--- config.mk ---
export PLATFORM = sky130hd
export DESIGN_NAME = button_debounce_press_classifier
export DESIGN_NICKNAME = d
export VERILOG_FILES = /design/src/hdl/bdpc_pkg.sv /design/src/hdl/bdpc_lane.sv /design/src/hdl/bdpc_merge.sv /design/src/hdl/button_debounce_press_classifier.sv
export VERILOG_INCLUDE_DIRS = /design/src /design/src/hdl
export SDC_FILE = /design/constraint.sdc
export NUM_CORES = 1
export LEC_CHECK = 0
export ABC_AREA = 1
export BUFFER_PORTS_ARGS = -buffer_cell sky130_fd_sc_hd__buf_4
export CORE_MARGIN = 1
export CORE_UTILIZATION = 66
export CTS_CLUSTER_SIZE = 12
export DETAILED_ROUTE_END_ITERATION = 6
export GPL_TIMING_DRIVEN = 1
export PLACE_DENSITY_LB_ADDON = 0.15
export SKIP_CTS_REPAIR_TIMING = 1
export SLEW_MARGIN = 30
export SYNTH_ARGS = -nofsm -noshare
export SYNTH_HDL_FRONTEND = slang
export SYNTH_SLANG_ARGS = --single-unit
--- constraint.sdc ---
create_clock -name clk -period 11.7 [get_ports clk]
set_clock_uncertainty 0.2 [all_clocks]
set_input_delay 0.585 -clock clk [delete_from_list [all_inputs] [get_ports clk]]
set_output_delay 0.585 -clock clk [all_outputs]
set_load 0.03 [all_outputs]
--- src/hdl/button_debounce_press_classifier_macros.svh ---
// Assertion macros for the button debounce and press classifier.
// Included by the top level; expects clk and arst_n in scope.
`ifndef BUTTON_DEBOUNCE_PRESS_CLASSIFIER_MACROS_SVH
`define BUTTON_DEBOUNCE_PRESS_CLASSIFIER_MACROS_SVH
`ifndef SYNTHESIS
`define BDPC_ASSERT_NOW(label, ante, cons, msg) \
	label: assert property (@(posedge clk) disable iff (!arst_n) (ante) |-> (cons)) \
		else $error(msg);
`define BDPC_ASSERT_NEXT(label, ante, cons, msg) \
	label: assert property (@(posedge clk) disable iff (!arst_n) (ante) |=> (cons)) \
		else $error(msg);
`else
`define BDPC_ASSERT_NOW(label, ante, cons, msg)
`define BDPC_ASSERT_NEXT(label, ante, cons, msg)
`endif
`endif

--- src/hdl/bdpc_pkg.sv ---
// Shared types, codes and functions of the button debounce and press classifier.
// No dependencies; imported by every module of the block.
`timescale 1ns / 1ps
`default_nettype none
package bdpc_pkg;
	localparam int NUM_BUTTONS_DEF = 2;
	localparam int PIN_W = 2;
	localparam int CNT_W = 16;
	localparam int CLASS_W = 3;
	localparam int CFG_IDX_W = 2;
	localparam int IN_DATA_W = 8;
	localparam int OUT_DATA_W = 8;

	localparam logic [CLASS_W-1:0] CLS_RELEASED = 3'd0;
	localparam logic [CLASS_W-1:0] CLS_PRESS_FLANK = 3'd1;
	localparam logic [CLASS_W-1:0] CLS_PRESSED = 3'd2;
	localparam logic [CLASS_W-1:0] CLS_LONG_FLANK = 3'd3;
	localparam logic [CLASS_W-1:0] CLS_LONG_PRESSED = 3'd4;
	localparam logic [CLASS_W-1:0] CLS_RELEASE_FLANK = 3'd5;

	localparam logic [CFG_IDX_W-1:0] CFG_FILTER = 2'd0;
	localparam logic [CFG_IDX_W-1:0] CFG_PRESS = 2'd1;
	localparam logic [CFG_IDX_W-1:0] CFG_LONG_PRESS = 2'd2;

	localparam logic [CNT_W-1:0] FILTER_RST = 16'd3;
	localparam logic [CNT_W-1:0] PRESS_RST = 16'd10;
	localparam logic [CNT_W-1:0] LONG_PRESS_RST = 16'd500;

	typedef struct packed {
		logic [CNT_W-1:0] filter_ticks;
		logic [CNT_W-1:0] press_ticks;
		logic [CNT_W-1:0] long_press_ticks;
	} thresholds_t;

	typedef struct packed {
		logic pressed;
		logic [CLASS_W-1:0] cls;
	} lane_result_t;

	function automatic logic [CNT_W-1:0] sat_inc(input logic [CNT_W-1:0] v);
		sat_inc = (&v) ? v : v + 1'b1;
	endfunction
endpackage
`default_nettype wire

--- src/hdl/bdpc_lane.sv ---
// One button lane: debounce filter, press timer and six-state press classifier.
// Depends on bdpc_pkg.
`timescale 1ns / 1ps
`default_nettype none
module bdpc_lane (
	input  wire logic                  clk,
	input  wire logic                  arst_n,
	input  wire logic                  advance,
	input  wire logic                  raw_pressed,
	input  wire bdpc_pkg::thresholds_t thr,
	output bdpc_pkg::lane_result_t     result
);
	import bdpc_pkg::*;

	logic               last_raw_q;
	logic [CNT_W-1:0]   stable_q;
	logic               deb_q;
	logic [CNT_W-1:0]   press_cnt_q;
	logic [CLASS_W-1:0] class_q;

	logic               last_raw_n;
	logic [CNT_W-1:0]   stable_n;
	logic               deb_n;
	logic [CNT_W-1:0]   press_cnt_n;
	logic [CLASS_W-1:0] class_n;
	logic               press_met;

	always_comb begin
		last_raw_n = raw_pressed;
		stable_n = (raw_pressed == last_raw_q) ? sat_inc(stable_q) : '0;
		deb_n = (stable_n >= thr.filter_ticks) ? raw_pressed : deb_q;
		press_cnt_n = deb_n ? sat_inc(press_cnt_q) : '0;
		press_met = deb_n && (press_cnt_n >= thr.press_ticks);
		case (class_q)
			CLS_RELEASED: begin
				class_n = press_met ? CLS_PRESS_FLANK : CLS_RELEASED;
			end
			CLS_PRESS_FLANK: begin
				class_n = deb_n ? CLS_PRESSED : CLS_RELEASE_FLANK;
			end
			CLS_PRESSED: begin
				if (!deb_n) begin
					class_n = CLS_RELEASE_FLANK;
				end else if (press_cnt_n >= thr.long_press_ticks) begin
					class_n = CLS_LONG_FLANK;
				end else begin
					class_n = CLS_PRESSED;
				end
			end
			CLS_LONG_FLANK, CLS_LONG_PRESSED: begin
				class_n = deb_n ? CLS_LONG_PRESSED : CLS_RELEASE_FLANK;
			end
			CLS_RELEASE_FLANK: begin
				class_n = press_met ? CLS_PRESS_FLANK : CLS_RELEASED;
			end
			default: begin
				class_n = CLS_RELEASED;
			end
		endcase
	end

	always_ff @(posedge clk or negedge arst_n) begin
		if (!arst_n) begin
			last_raw_q <= 1'b0;
			stable_q <= '0;
			deb_q <= 1'b0;
			press_cnt_q <= '0;
			class_q <= CLS_RELEASED;
		end else if (advance) begin
			last_raw_q <= last_raw_n;
			stable_q <= stable_n;
			deb_q <= deb_n;
			press_cnt_q <= press_cnt_n;
			class_q <= class_n;
		end
	end

	assign result.pressed = deb_n;
	assign result.cls = class_n;
endmodule
`default_nettype wire

--- src/hdl/bdpc_merge.sv ---
// Merging stage: gathers the lane results into one output item and holds it
// in the output register until taken. Depends on bdpc_pkg.
`timescale 1ns / 1ps
`default_nettype none
module bdpc_merge #(
	parameter int NUM_BUTTONS = bdpc_pkg::NUM_BUTTONS_DEF
) (
	input  wire logic                                          clk,
	input  wire logic                                          arst_n,
	input  wire logic                                          load,
	input  wire bdpc_pkg::lane_result_t [NUM_BUTTONS-1:0]      lanes,
	input  wire logic                                          out_ready,
	output logic                                               out_valid,
	output logic [bdpc_pkg::OUT_DATA_W-1:0]                    out_data
);
	import bdpc_pkg::*;

	logic [PIN_W-1:0]   deb_bits;
	logic [CLASS_W-1:0] class0;
	logic [CLASS_W-1:0] class1;
	logic               valid_q;
	logic [OUT_DATA_W-1:0] data_q;

	always_comb begin
		for (int b = 0; b < PIN_W; b++) begin
			deb_bits[b] = (b < NUM_BUTTONS) ? lanes[b % NUM_BUTTONS].pressed : 1'b0;
		end
	end

	assign class0 = lanes[0].cls;

	generate
		if (NUM_BUTTONS > 1) begin : g_second
			assign class1 = lanes[1].cls;
		end else begin : g_no_second
			assign class1 = CLS_RELEASED;
		end
	endgenerate

	always_ff @(posedge clk or negedge arst_n) begin
		if (!arst_n) begin
			valid_q <= 1'b0;
		end else if (load) begin
			valid_q <= 1'b1;
		end else if (out_ready) begin
			valid_q <= 1'b0;
		end
	end

	always_ff @(posedge clk) begin
		if (load) begin
			data_q <= {class1, class0, deb_bits};
		end
	end

	assign out_valid = valid_q;
	assign out_data = data_q;
endmodule
`default_nettype wire

--- src/hdl/button_debounce_press_classifier.sv ---
// Two-button debounce filter with press and long-press classifier.
// Latency: an accepted item's result is in the output register in the cycle after it.
// Throughput: one item per cycle unless m_axis_tready stalls; each lane steps per item.
// Reset: arst_n clears all lane state and loads the default thresholds 3, 10, 500.
// Depends on bdpc_pkg, bdpc_lane, bdpc_merge and the assertion macro header.
`timescale 1ns / 1ps
`default_nettype none
`include "button_debounce_press_classifier_macros.svh"
module button_debounce_press_classifier #(
	parameter int NUM_BUTTONS = bdpc_pkg::NUM_BUTTONS_DEF
) (
	input  wire logic                               clk,
	input  wire logic                               arst_n,
	input  wire logic                               s_axis_tvalid,
	output logic                                    s_axis_tready,
	// Fields from bit 0: pin_levels[1:0], zero padding.
	input  wire logic [bdpc_pkg::IN_DATA_W-1:0]     s_axis_tdata,
	output logic                                    m_axis_tvalid,
	input  wire logic                               m_axis_tready,
	// Fields from bit 0: debounced_pressed[1:0], first_button_class[4:2],
	// second_button_class[7:5].
	output logic [bdpc_pkg::OUT_DATA_W-1:0]         m_axis_tdata,
	input  wire logic                               cfg_valid,
	output logic                                    cfg_ready,
	input  wire logic [bdpc_pkg::CFG_IDX_W-1:0]     cfg_index,
	input  wire logic [bdpc_pkg::CNT_W-1:0]         cfg_data
);
	import bdpc_pkg::*;

	thresholds_t thr_q;
	lane_result_t [NUM_BUTTONS-1:0] lane_res;
	logic in_fire;

	assign cfg_ready = 1'b1;
	assign s_axis_tready = !m_axis_tvalid || m_axis_tready;
	assign in_fire = s_axis_tvalid && s_axis_tready;

	always_ff @(posedge clk or negedge arst_n) begin
		if (!arst_n) begin
			thr_q.filter_ticks <= FILTER_RST;
			thr_q.press_ticks <= PRESS_RST;
			thr_q.long_press_ticks <= LONG_PRESS_RST;
		end else if (cfg_valid) begin
			case (cfg_index)
				CFG_FILTER: begin
					thr_q.filter_ticks <= cfg_data;
				end
				CFG_PRESS: begin
					thr_q.press_ticks <= cfg_data;
				end
				CFG_LONG_PRESS: begin
					thr_q.long_press_ticks <= cfg_data;
				end
				default: begin
				end
			endcase
		end
	end

	generate
		for (genvar i = 0; i < NUM_BUTTONS; i++) begin : g_lane
			logic raw_pressed;
			if (i < PIN_W) begin : g_pin
				assign raw_pressed = ~s_axis_tdata[i];
			end else begin : g_no_pin
				assign raw_pressed = 1'b0;
			end
			bdpc_lane u_lane (
				.clk         (clk),
				.arst_n      (arst_n),
				.advance     (in_fire),
				.raw_pressed (raw_pressed),
				.thr         (thr_q),
				.result      (lane_res[i])
			);
		end
	endgenerate

	bdpc_merge #(
		.NUM_BUTTONS (NUM_BUTTONS)
	) u_merge (
		.clk       (clk),
		.arst_n    (arst_n),
		.load      (in_fire),
		.lanes     (lane_res),
		.out_ready (m_axis_tready),
		.out_valid (m_axis_tvalid),
		.out_data  (m_axis_tdata)
	);

	`BDPC_ASSERT_NOW(a_ready_when_empty, !m_axis_tvalid, s_axis_tready, "input stalled with empty output register")
	`BDPC_ASSERT_NEXT(a_result_follows, in_fire, m_axis_tvalid, "accepted item produced no result")
	`BDPC_ASSERT_NOW(a_released_class, m_axis_tvalid && !m_axis_tdata[0], m_axis_tdata[4:2] == CLS_RELEASED || m_axis_tdata[4:2] == CLS_RELEASE_FLANK, "released button shows a pressed class")
endmodule
`default_nettype wire

==> impl_metrics.csv, run 1 <==
group,metric,value,unit
drt,wirelength,21.2,mm
grt,use_met2,50.6,%
status,violations,"hold timing",
cts,clk_latency,0.42,ns
timing,hold_violations,57,
cts,cts_buffers,17,
cells_and_area,diodes,0,
worst_setup_path,cp_max_fo,18,
place,gp_congestion,0.917,
grt,grt_max_degree,69,
floorplanning,ios,42,
grt,grt_pass1_vias,7656,
grt,gr-total-overflow,0,
drt,wl_per_cell,14.7,µm
yosys,synth_nets,1347,
cts,cts_tree,"yes",
worst_setup_path,critical_path.top_delay_family,"simple AND/OR/NAND/NOR gates",
drt,avgViaCountPerCell,5.60,
min_path,hp-class,"in -> async",
cts,cts.reportedPaths.clkPinSlew,0.06,ns
yosys,synthFlopType,"dfrtp_1",
floorplanning,start_util,68.2,%
floorplanning,die-height,119,µm
place,io_buffer_count,34,
timing,period_share,48.0,%
worst_setup_path,rr_startpoint,"g_lane[1].u_lane.stable_q[0]",
timing,slew-limit-headroom,53.0,%
power_and_ir_drop,power.leakage,5.04,nW
floorplanning,die_w,119,µm
yosys,ys_top_cells_by_area,"dfrtp_1 (31%), ha_1 (13%), nand2_1 (13%)",
floorplanning,core,13300,µm²
cells_and_area,final_nets,1378,
worst_setup_path,reg2reg_depth,32,
cells_and_area,drive_gt1_share,8.70,%
grt,grt_util_all_layers,32.2,%
status,status,"finished, violations left",
grt,met3_usage,5.36,%
timing,grt_setup_unrepaired,"no",
grt,grt_pass1_wl,35.8,mm
worst_setup_path,critPathKind,"reg -> reg",
yosys,synth.cell_area,9060,µm²
drt,vias,8070,
grt,gr-usage-met1,45.3,%
place,dpl.hpwl,15.7,mm
floorplanning,rows,42,
timing,tightest_slew,0.705,ns
cells_and_area,finish.utilization,76.0,%
drt,drc,0,
timing,report.final.slew_viol_count,0,
drt,firstDrtPassIters,5,
timing,fin_crit,5.62,ns
yosys,synthArstFlopShare,93.9,%
yosys,synth_edf_count,8,
worst_setup_path,path_buf_inv,4,
cells_and_area,synthToLayoutAreaGrowth,11.6,%
timing,max_freq,178,MHz
worst_setup_path,cp-start-kind,"flop",
worst_setup_path,worstPathRequired,11.66,ns
worst_setup_path,rr_endpoint,"u_merge.out_data[5]",
worst_setup_path,critical-path-max-stage-delay,0.44,ns
drt,drtAntennaViolNets,0,
grt,grt-busiest-layer,"met2",
timing,whs,-0.0403,ns
yosys,yosysWarnings,0,
worst_setup_path,cp-end-kind,"flop",
drt,first_iter_violations,803,
yosys,yosysTopAreaCell,"dfrtp_1",
cts,cts.htree.levels,4,
floorplanning,die-area,14200,µm²
yosys,seq_area_frac_synth,36.8,%
yosys,ys_types,42,
yosys,synth.top_cell.area_share,31.2,%
timing,setup_viol_count_final,0,
worst_setup_path,cp_slowest_cell,"a21oi_1",
yosys,syn_avg_cell_area,7.43,µm²
yosys,synthTopCellsByCount,"nand2_1 (311), inv_1 (212), o21ai_0 (153), dfrtp_1 (113), ha_1 (96)",
timing,finalSetupTns,0,ns
power_and_ir_drop,vdd_drop_max,0.128,mV
yosys,synth.most_common_cell,"nand2_1",
grt,antenna_found_initial,0,
cts,clock_sinks,131,
cts,root_buffer,"clkbuf_16",
power_and_ir_drop,p_per_area,147,nW/µm²
yosys,netlist_instances,1220,
worst_setup_path,reg2reg_slack,6.08,ns
yosys,synth-seq-cells,131,
cts,clock_path_buffers,2,
worst_setup_path,crit_top_cell,"nand2_1",
worst_setup_path,arrival,5.57,ns
run,max_cap_violations,0,
## power breakdown
part	total, mW	switching (mW)	internal [mW]
registers	0.558	0.0350	0.523
logic	0.372	0.251	0.121
clock network	0.560	0.195	0.365
total	1.49	0.481	1.01
## placed cells by master, fill, tap and decap left out, types with 2 or more instances in the layout
cell type and n:
nor4_4 2, a21oi_1 55, bufinv_16 3, o21ai_1 2
a211oi_1 13, nand3_1 31, nor3_4 2, nand3_2 5
edfxtp_1 8, nor2_1 57, xnor2_1 4, buf_4 38
nor2_2 3, clkbuf_8 3, nand4_1 21, nor4_2 2
nor4_1 3, ha_1 96, a31oi_1 7, nor3_2 8
nand2_1 311, xor2_1 17, o221a_2 2, inv_1 211
inv_2 3, clkinvlp_4 2, dfstp_2 10, o22ai_1 2
dfrtp_1 113, clkbuf_16 18, nand2_2 3, nor3_1 39
o21ai_0 153, clkbuf_1 4
## layer usage
metal | up-vias | wire, µm
met2 | 263 | 9620
met5 | - | 0
met3 | 28 | 1270
li1 | 4050 | -
met1 | 3729 | 9970
met4 | 0 | 363
## state kept, by name, indices dropped and copies added, names as in the netlist
register                   count
g_lane.u_lane.press_cnt_q     32
u_merge.out_valid              1
u_merge.out_data               8
g_lane.u_lane.stable_q        32
thr_q                         48
g_lane.u_lane.class_q          6
g_lane.u_lane.deb_q            2
g_lane.u_lane.last_raw_q       2
## worst max-delay path by stage
stage                            startpoint             endpoint  slack, ns  cells after the start
2_1_floorplan  g_lane[0].u_lane.stable_q[3]  u_merge.out_data[2]       7.28                     30
3_5_place_dp   g_lane[1].u_lane.stable_q[0]  u_merge.out_data[5]       6.22                     35
6_report       g_lane[1].u_lane.stable_q[0]  u_merge.out_data[5]       6.08                     32
5_1_grt        g_lane[1].u_lane.stable_q[0]  u_merge.out_data[5]       5.54                     35
4_1_cts        g_lane[1].u_lane.stable_q[0]  u_merge.out_data[5]       6.20                     35
3_3_place_gp                s_axis_tdata[0]  u_merge.out_data[2]       6.32                     31
## kinds of logic after synthesis
family	count (synthesis)	synth area share (%)
AO/OA/AOI/OAI	240	14.1
XOR/XNOR	21	2.03
adder cells (fa/ha/maj)	96	13.3
buffers and inverters	242	10.1
flip-flops	131	36.8
other	1	0.0414
AND/OR/NAND/NOR	489	23.7
## final cells by class
type	instances	area (µm²)
flip-flops and latches	131	3330
fillers	969	3180
inverters	215	807
multi-input cells	847	4830
clock buffers	25	507
well taps	176	220
repair buffers	39	297
clock inverters	7	119
## metrics by stage
stage | instance area [µm²] | hold slack [ns] | total power [mW] | worst slack, ns | std cells
global route | 10100 | 0.00503 | 1.58 | 5.54 | 1440
floorplan | 9060 | 0.0894 | 0.816 | 7.28 | 1220
finish | 10100 | -0.0403 | 1.49 | 6.08 | 1440
global placement | 9470 | 0.266 | 0.912 | 6.32 | 1408
CTS | 10100 | 0.104 | 1.49 | 6.20 | 1440
detailed placement | 9470 | 0.273 | 0.928 | 6.22 | 1408
Power figures use the tool's default switching activity.
==> run 2: changes to the inputs <==
--- a/config.mk
+++ b/config.mk
@@ -9,7 +9,7 @@
 export ABC_AREA = 1
 export BUFFER_PORTS_ARGS = -buffer_cell sky130_fd_sc_hd__buf_4
 export CORE_MARGIN = 1
-export CORE_UTILIZATION = 66
+export CORE_UTILIZATION = 63
 export CTS_CLUSTER_SIZE = 12
 export DETAILED_ROUTE_END_ITERATION = 6
 export GPL_TIMING_DRIVEN = 1
==> constraint.sdc (replaced) <==
create_clock -name clk -period 5.7 [get_ports clk]
set_clock_uncertainty 0.2 [all_clocks]
set_input_delay 0.285 -clock clk [delete_from_list [all_inputs] [get_ports clk]]
set_output_delay 0.285 -clock clk [all_outputs]
set_load 0.03 [all_outputs]
==> run 2 against run 1 <==
Against the previous run: the run still ends with hold timing left; first-iteration DRC count rose by 6.1%; via count up 1.5%; clock power rose by 86%; count of clock-buffer cells in the layout is 3 lower; sequential power increased by 110%; largest power group is now registers; cell area is 0.68% higher.
==> impl_metrics.csv, run 2 (same netlist as run 1, synthesis figures left out) <==
group,metric,value,unit
run,max_cap_violations,0,
cells_and_area,num-fill-cells,1101,
floorplanning,core,13900,µm²
cts,cts_buffers,17,
cells_and_area,synthToLayoutAreaGrowth,12.3,%
cells_and_area,drive_gt1_share,9.34,%
cells_and_area,layout_common_cells,"nand2_1 (310), inv_1 (211), o21ai_0 (153)",
timing,max_freq,189,MHz
timing,tightest_slew,0.752,ns
cts,cts_tree,"yes",
worst_setup_path,arrival,5.25,ns
drt,drc,0,
drt,avgViaCountPerCell,5.63,
worst_setup_path,critical-path-max-stage-delay,0.38,ns
cells_and_area,largest_reg_flops,48,
min_path,hp-class,"in -> reg",
timing,slew-limit-headroom,49.9,%
place,dpl.hpwl,16.2,mm
status,violations,"hold timing",
drt,wl_per_cell,15.3,µm
timing,hold_violations,19,
floorplanning,die_w,122,µm
cts,clock_path_buffers,2,
grt,grt_pass1_vias,7466,
cts,root_buffer,"clkbuf_16",
power_and_ir_drop,p_per_area,291,nW/µm²
floorplanning,die-area,14900,µm²
cts,clk_latency,0.43,ns
worst_setup_path,critPathKind,"reg -> reg",
drt,vias,8188,
grt,gr-total-overflow,0,
worst_setup_path,cp_slowest_cell,"dfrtp_1",
timing,fin_crit,5.29,ns
timing,finalSetupTns,0,ns
cells_and_area,top_register,"thr_q",
grt,grt_util_all_layers,32.1,%
cts,clock_sinks,131,
drt,first_iter_violations,852,
cells_and_area,final_nets,1388,
cells_and_area,diodes,0,
timing,grt_setup_unrepaired,"no",
power_and_ir_drop,power.leakage,5.06,nW
worst_setup_path,worstPathRequired,5.66,ns
drt,wirelength,22.2,mm
worst_setup_path,crit_top_cell,"nand2_1",
grt,grt_max_degree,84,
cells_and_area,stdcell_count,1454,
floorplanning,ios,42,
cts,cts.reportedPaths.clkPinSlew,0.06,ns
worst_setup_path,cp-start-kind,"flop",
timing,period_share,92.8,%
status,status,"finished, violations left",
place,gp_congestion,0.938,
timing,whs,-0.0335,ns
drt,drtAntennaViolNets,0,
floorplanning,rows,43,
worst_setup_path,cp_max_fo,7,
cells_and_area,reg_top3,"thr_q: 48 flops, g_lane.u_lane.press_cnt_q: 32 flops, g_lane.u_lane.stable_q: 32 flops",
floorplanning,start_util,65.0,%
power_and_ir_drop,vdd_drop_max,0.298,mV
worst_setup_path,cp-end-kind,"flop",
place,placed_cells,1414,
cells_and_area,mostFrequentLayoutCell,"nand2_1",
drt,firstDrtPassIters,5,
cts,cts.htree.levels,4,
timing,setup_viol_count_final,0,
place,io_buffer_count,34,
timing,report.final.slew_viol_count,0,
grt,antenna_found_initial,0,
grt,grt_pass1_wl,36.5,mm
floorplanning,die-height,122,µm
run 2: cell count changes in the layout (fill, tap and decap cells not counted), sizes merged:
cell / change
bufinv: -3
clkbuf: -3
clkinvlp: +2
inv: +2
clkinv: +2
dlygate4sd3: +8
buf: +2
run 2: worst paths after layout:
kind                                              startpoint                               end  slack (ns)  cells past startpoint
min in group asynchronous                             arst_n       g_lane[0].u_lane.class_q[2]        0.20                      2
max in group asynchronous                             arst_n  g_lane[1].u_lane.press_cnt_q[10]        3.95                      3
worst min register to register                      thr_q[3]                          thr_q[3]        0.28                      2
worst max-delay path            g_lane[0].u_lane.stable_q[0]               u_merge.out_data[2]        0.41                     30
worst max register to register  g_lane[0].u_lane.stable_q[0]               u_merge.out_data[2]        0.41                     30
worst min-delay path                           m_axis_tready                 u_merge.out_valid       -0.03                      4
run 2: power by group:
group / switching, mW / internal [mW] / leakage [nW]
Sequential: 0.0755 / 1.07 / 1.69
Clock: 0.425 / 0.617 / 0.270
Combinational: 0.518 / 0.257 / 3.10
run 2: area by class of cell:
| cell class | instances | area [µm²] | area share [%] |
|---|---|---|---|
| clock buffers | 22 | 495 | 4.87 |
| clock inverters | 10 | 72.6 | 0.713 |
| inverters | 215 | 810 | 7.95 |
| multi-input cells | 847 | 4850 | 47.7 |
| flip-flops and latches | 131 | 3330 | 32.7 |
| well taps | 180 | 225 | 2.21 |
| repair buffers | 49 | 392 | 3.85 |
run 2: per-stage QoR:
stage                     util [%]  hold slack, ns  instance area [µm²]  setup WS, ns  total power [mW]
after floorplan                  -          -0.211                 9060          1.28              1.68
after global placement        68.1           0.116                 9490         0.615              1.88
after detailed placement      68.1           0.118                 9490         0.480              1.91
after CTS                     72.2          -0.321                10100         0.452              2.97
after global routing          73.1         0.00485                10200       0.00980              3.15
final                         73.1         -0.0335                10200         0.410              2.96
run 2: metal layers:
| metal | vias to the layer above | wire (µm) | track usage, % |
|---|---|---|---|
| met5 | - | 0 | 0 |
| li1 | 4067 | - | - |
| met1 | 3844 | 10200 | 45.1 |
| met3 | 24 | 1420 | 7.30 |
| met4 | 0 | 337 | 10.6 |
| met2 | 253 | 10200 | 48.6 |
run 2: critical path, delay by kind of cell, from the launching register on:
family          cells  cell delay (ns)
flops               1             0.38
compound gates      5             0.97
buf+inv             3             0.44
simple gates       19             2.25
fa+ha+maj           3             0.80
==> run 3: changes to the inputs <==
--- a/config.mk
+++ b/config.mk
@@ -6,7 +6,6 @@
 export SDC_FILE = /design/constraint.sdc
 export NUM_CORES = 1
 export LEC_CHECK = 0
-export ABC_AREA = 1
 export BUFFER_PORTS_ARGS = -buffer_cell sky130_fd_sc_hd__buf_4
 export CORE_MARGIN = 1
 export CORE_UTILIZATION = 63
==> run 3 against run 2 <==
Against the previous run: the run now ends clean; worst hold slack improved by 0.035 ns; cell count shrank 12%; power rose by 3.9%; critical path depth shrank 6; routed wire length is 1.6% higher; highest routed layer unchanged; sequential power increased by 3%; critical path type unchanged; synthesized area fell by 1.1%; count of clock-buffer cells in the layout fell by 3; sequential cell count is the same.
==> impl_metrics.csv, run 3 <==
group,metric,value,unit
cells_and_area,mostFrequentLayoutCell,"nand2_1",
timing,report.final.slew_viol_count,0,
worst_setup_path,cp-start-kind,"flop",
yosys,synth-seq-cells,131,
cells_and_area,final_nets,1210,
place,gp_congestion,0.936,
yosys,seq_area_frac_synth,37.2,%
run,max_cap_violations,0,
cells_and_area,synthToLayoutAreaGrowth,18.0,%
grt,grt_pass1_wl,35.3,mm
cells_and_area,largest_reg_flops,48,
yosys,synth_nets,1132,
timing,whs,0.00119,ns
cts,clock_sinks,131,
yosys,yosysTopAreaCell,"dfrtp_1",
cells_and_area,stdcell_count,1276,
timing,period_share,96.2,%
grt,grt_util_all_layers,31.1,%
floorplanning,rows,43,
yosys,synth.most_common_cell,"nand2_1",
min_path,hold_depth,3,
yosys,synth.top_cell.area_share,31.6,%
cells_and_area,diodes,0,
worst_setup_path,reg2reg_depth,24,
worst_setup_path,critPathLaunch,"g_lane[1].u_lane.stable_q[0]",
power_and_ir_drop,p_per_area,291,nW/µm²
yosys,ys_types,58,
grt,gr-total-overflow,0,
cells_and_area,design_area,10600,µm²
cts,cts.htree.levels,4,
yosys,synthFlopType,"dfrtp_1",
yosys,synthTopCellsByCount,"nand2_1 (146), dfrtp_1 (113), ha_1 (96), nor2_1 (80), o21ai_0 (70)",
yosys,synth.cell_area,8960,µm²
floorplanning,start_util,64.6,%
timing,setup_viol_count_final,0,
timing,max_freq,182,MHz
grt,antenna_found_initial,0,
place,placed_cells,1214,
drt,first_iter_violations,557,
worst_setup_path,worstPathRequired,5.67,ns
yosys,syn_avg_cell_area,8.92,µm²
timing,hold_violations,0,
floorplanning,die-area,14700,µm²
status,status,"completed",
yosys,synthArstFlopShare,93.9,%
worst_setup_path,cp_max_fo,5,
drt,wirelength,22.6,mm
grt,grt_max_degree,78,
yosys,yosysWarnings,0,
drt,avgViaCountPerCell,6.09,
drt,drtAntennaViolNets,0,
cells_and_area,top_register,"thr_q",
cts,cts.reportedPaths.clkPinSlew,0.06,ns
power_and_ir_drop,vdd_drop_max,0.231,mV
drt,drc,0,
worst_setup_path,rr_startpoint,"g_lane[1].u_lane.stable_q[0]",
cts,cts_tree,"yes",
cells_and_area,num-fill-cells,1005,
worst_setup_path,critPathKind,"reg -> reg",
timing,tightest_slew,0.886,ns
place,dpl.hpwl,15.5,mm
cts,cts_buffers,17,
cells_and_area,layout_common_cells,"nand2_1 (144), dfrtp_1 (112), ha_1 (95)",
floorplanning,ios,42,
cts,clock_path_buffers,2,
yosys,synth_edf_count,8,
place,place_area,9560,µm²
worst_setup_path,arrival,5.46,ns
worst_setup_path,rr_endpoint,"u_merge.out_data[5]",
floorplanning,core,13900,µm²
floorplanning,die_w,121,µm
cells_and_area,reg_top3,"thr_q: 48 flops, g_lane.u_lane.press_cnt_q: 32 flops, g_lane.u_lane.stable_q: 32 flops",
drt,wl_per_cell,17.7,µm
cells_and_area,drive_gt1_share,18.2,%
timing,fin_crit,5.48,ns
grt,grt_pass1_vias,7187,
place,io_buffer_count,34,
yosys,ys_top_cells_by_area,"dfrtp_1 (32%), ha_1 (13%), nand2_1 (6.1%)",
worst_setup_path,reg2reg_slack,0.22,ns
timing,slew-limit-headroom,40.8,%
drt,vias,7769,
cts,clk_latency,0.43,ns
floorplanning,die-height,121,µm
power_and_ir_drop,power.leakage,4.94,nW
worst_setup_path,cp-end-kind,"flop",
drt,firstDrtPassIters,5,
worst_setup_path,endpoint,"u_merge.out_data[5]",
yosys,netlist_instances,1005,
min_path,hp-class,"in -> reg",
cts,root_buffer,"clkbuf_16",
run 3: worst min-delay path by stage:
stage | from | end | slack, ns
finish | m_axis_tready | u_merge.out_valid | 0.001
global placement | arst_n | g_lane[0].u_lane.press_cnt_q[11] | 0.21
floorplan | arst_n | g_lane[0].u_lane.class_q[0] | -0.21
CTS | arst_n | g_lane[0].u_lane.press_cnt_q[2] | -0.24
global route | m_axis_tready | u_merge.out_valid | 0.04
detailed placement | arst_n | g_lane[0].u_lane.press_cnt_q[12] | 0.21
run 3: per-layer routing:
layer | wire [µm] | vias up | part of all wire, % | global-route usage, %
met5 | 0 | - | 0 | 0
met4 | 373 | 0 | 1.7 | 9.49
met3 | 1160 | 34 | 5.1 | 6.16
met2 | 11500 | 239 | 51 | 53.3
met1 | 9570 | 3734 | 42 | 39.4
li1 | - | 3762 | - | -
run 3: final cells by class:
type | count | area (µm²) | share of cell area (%)
Timing Repair Buffer | 94 | 781 | 7.38
Clock buffer | 19 | 443 | 4.19
Tap cell | 180 | 225 | 2.13
Inverter | 56 | 210 | 1.99
Clock inverter | 13 | 133 | 1.25
Multi-Input combinational cell | 783 | 5450 | 51.6
Sequential cell | 131 | 3330 | 31.5
run 3: cell families after synthesis:
logic type	share of synthesized area, %
flip-flops	37.2
other	0.0418
multiplexers	6.30
AND/OR/NAND/NOR	20.0
XOR/XNOR	4.50
buffers and inverters	3.96
AO/OA/AOI/OAI	14.4
adder cells (fa/ha/maj)	13.6
run 3: through the flow:
step	power (mW)	utilization [%]	worst slack (ns)	TNS [ns]
6_report	3.08	76.2	0.217	0
3_3_place_gp	1.91	68.9	0.0243	0
3_5_place_dp	1.94	68.9	0.0284	0
5_1_grt	3.24	76.2	-0.0500	-0.0634
2_1_floorplan	1.69	-	0.0970	0
4_1_cts	3.01	73.0	-0.109	-0.109
run 3: power breakdown:
group          switching [mW]  internal [mW]
clock                   0.425          0.654
combinational           0.467          0.346
sequential              0.115           1.07
total                    1.01           2.07
run 3: critical path, stage by stage, from the launching register on:
cell and delay (ns):
dfrtp_1 0.43, ha_4 0.17, nand3_2 0.10, nor3_4 0.24, nand3_2 0.10, and3_1 0.21, buf_4 0.15, nor3_1 0.27
ha_1 0.28, or3_1 0.38, a31oi_2 0.23, o41ai_2 0.10, buf_4 0.16, mux2_4 0.34, nor2_1 0.24, ha_1 0.29
a21o_1 0.18, a21o_1 0.17, a21oi_1 0.23, nand3_1 0.10, o21ai_1 0.14, buf_4 0.15, nor3_1 0.05, nor4_1 0.25
nor2_1 0.06
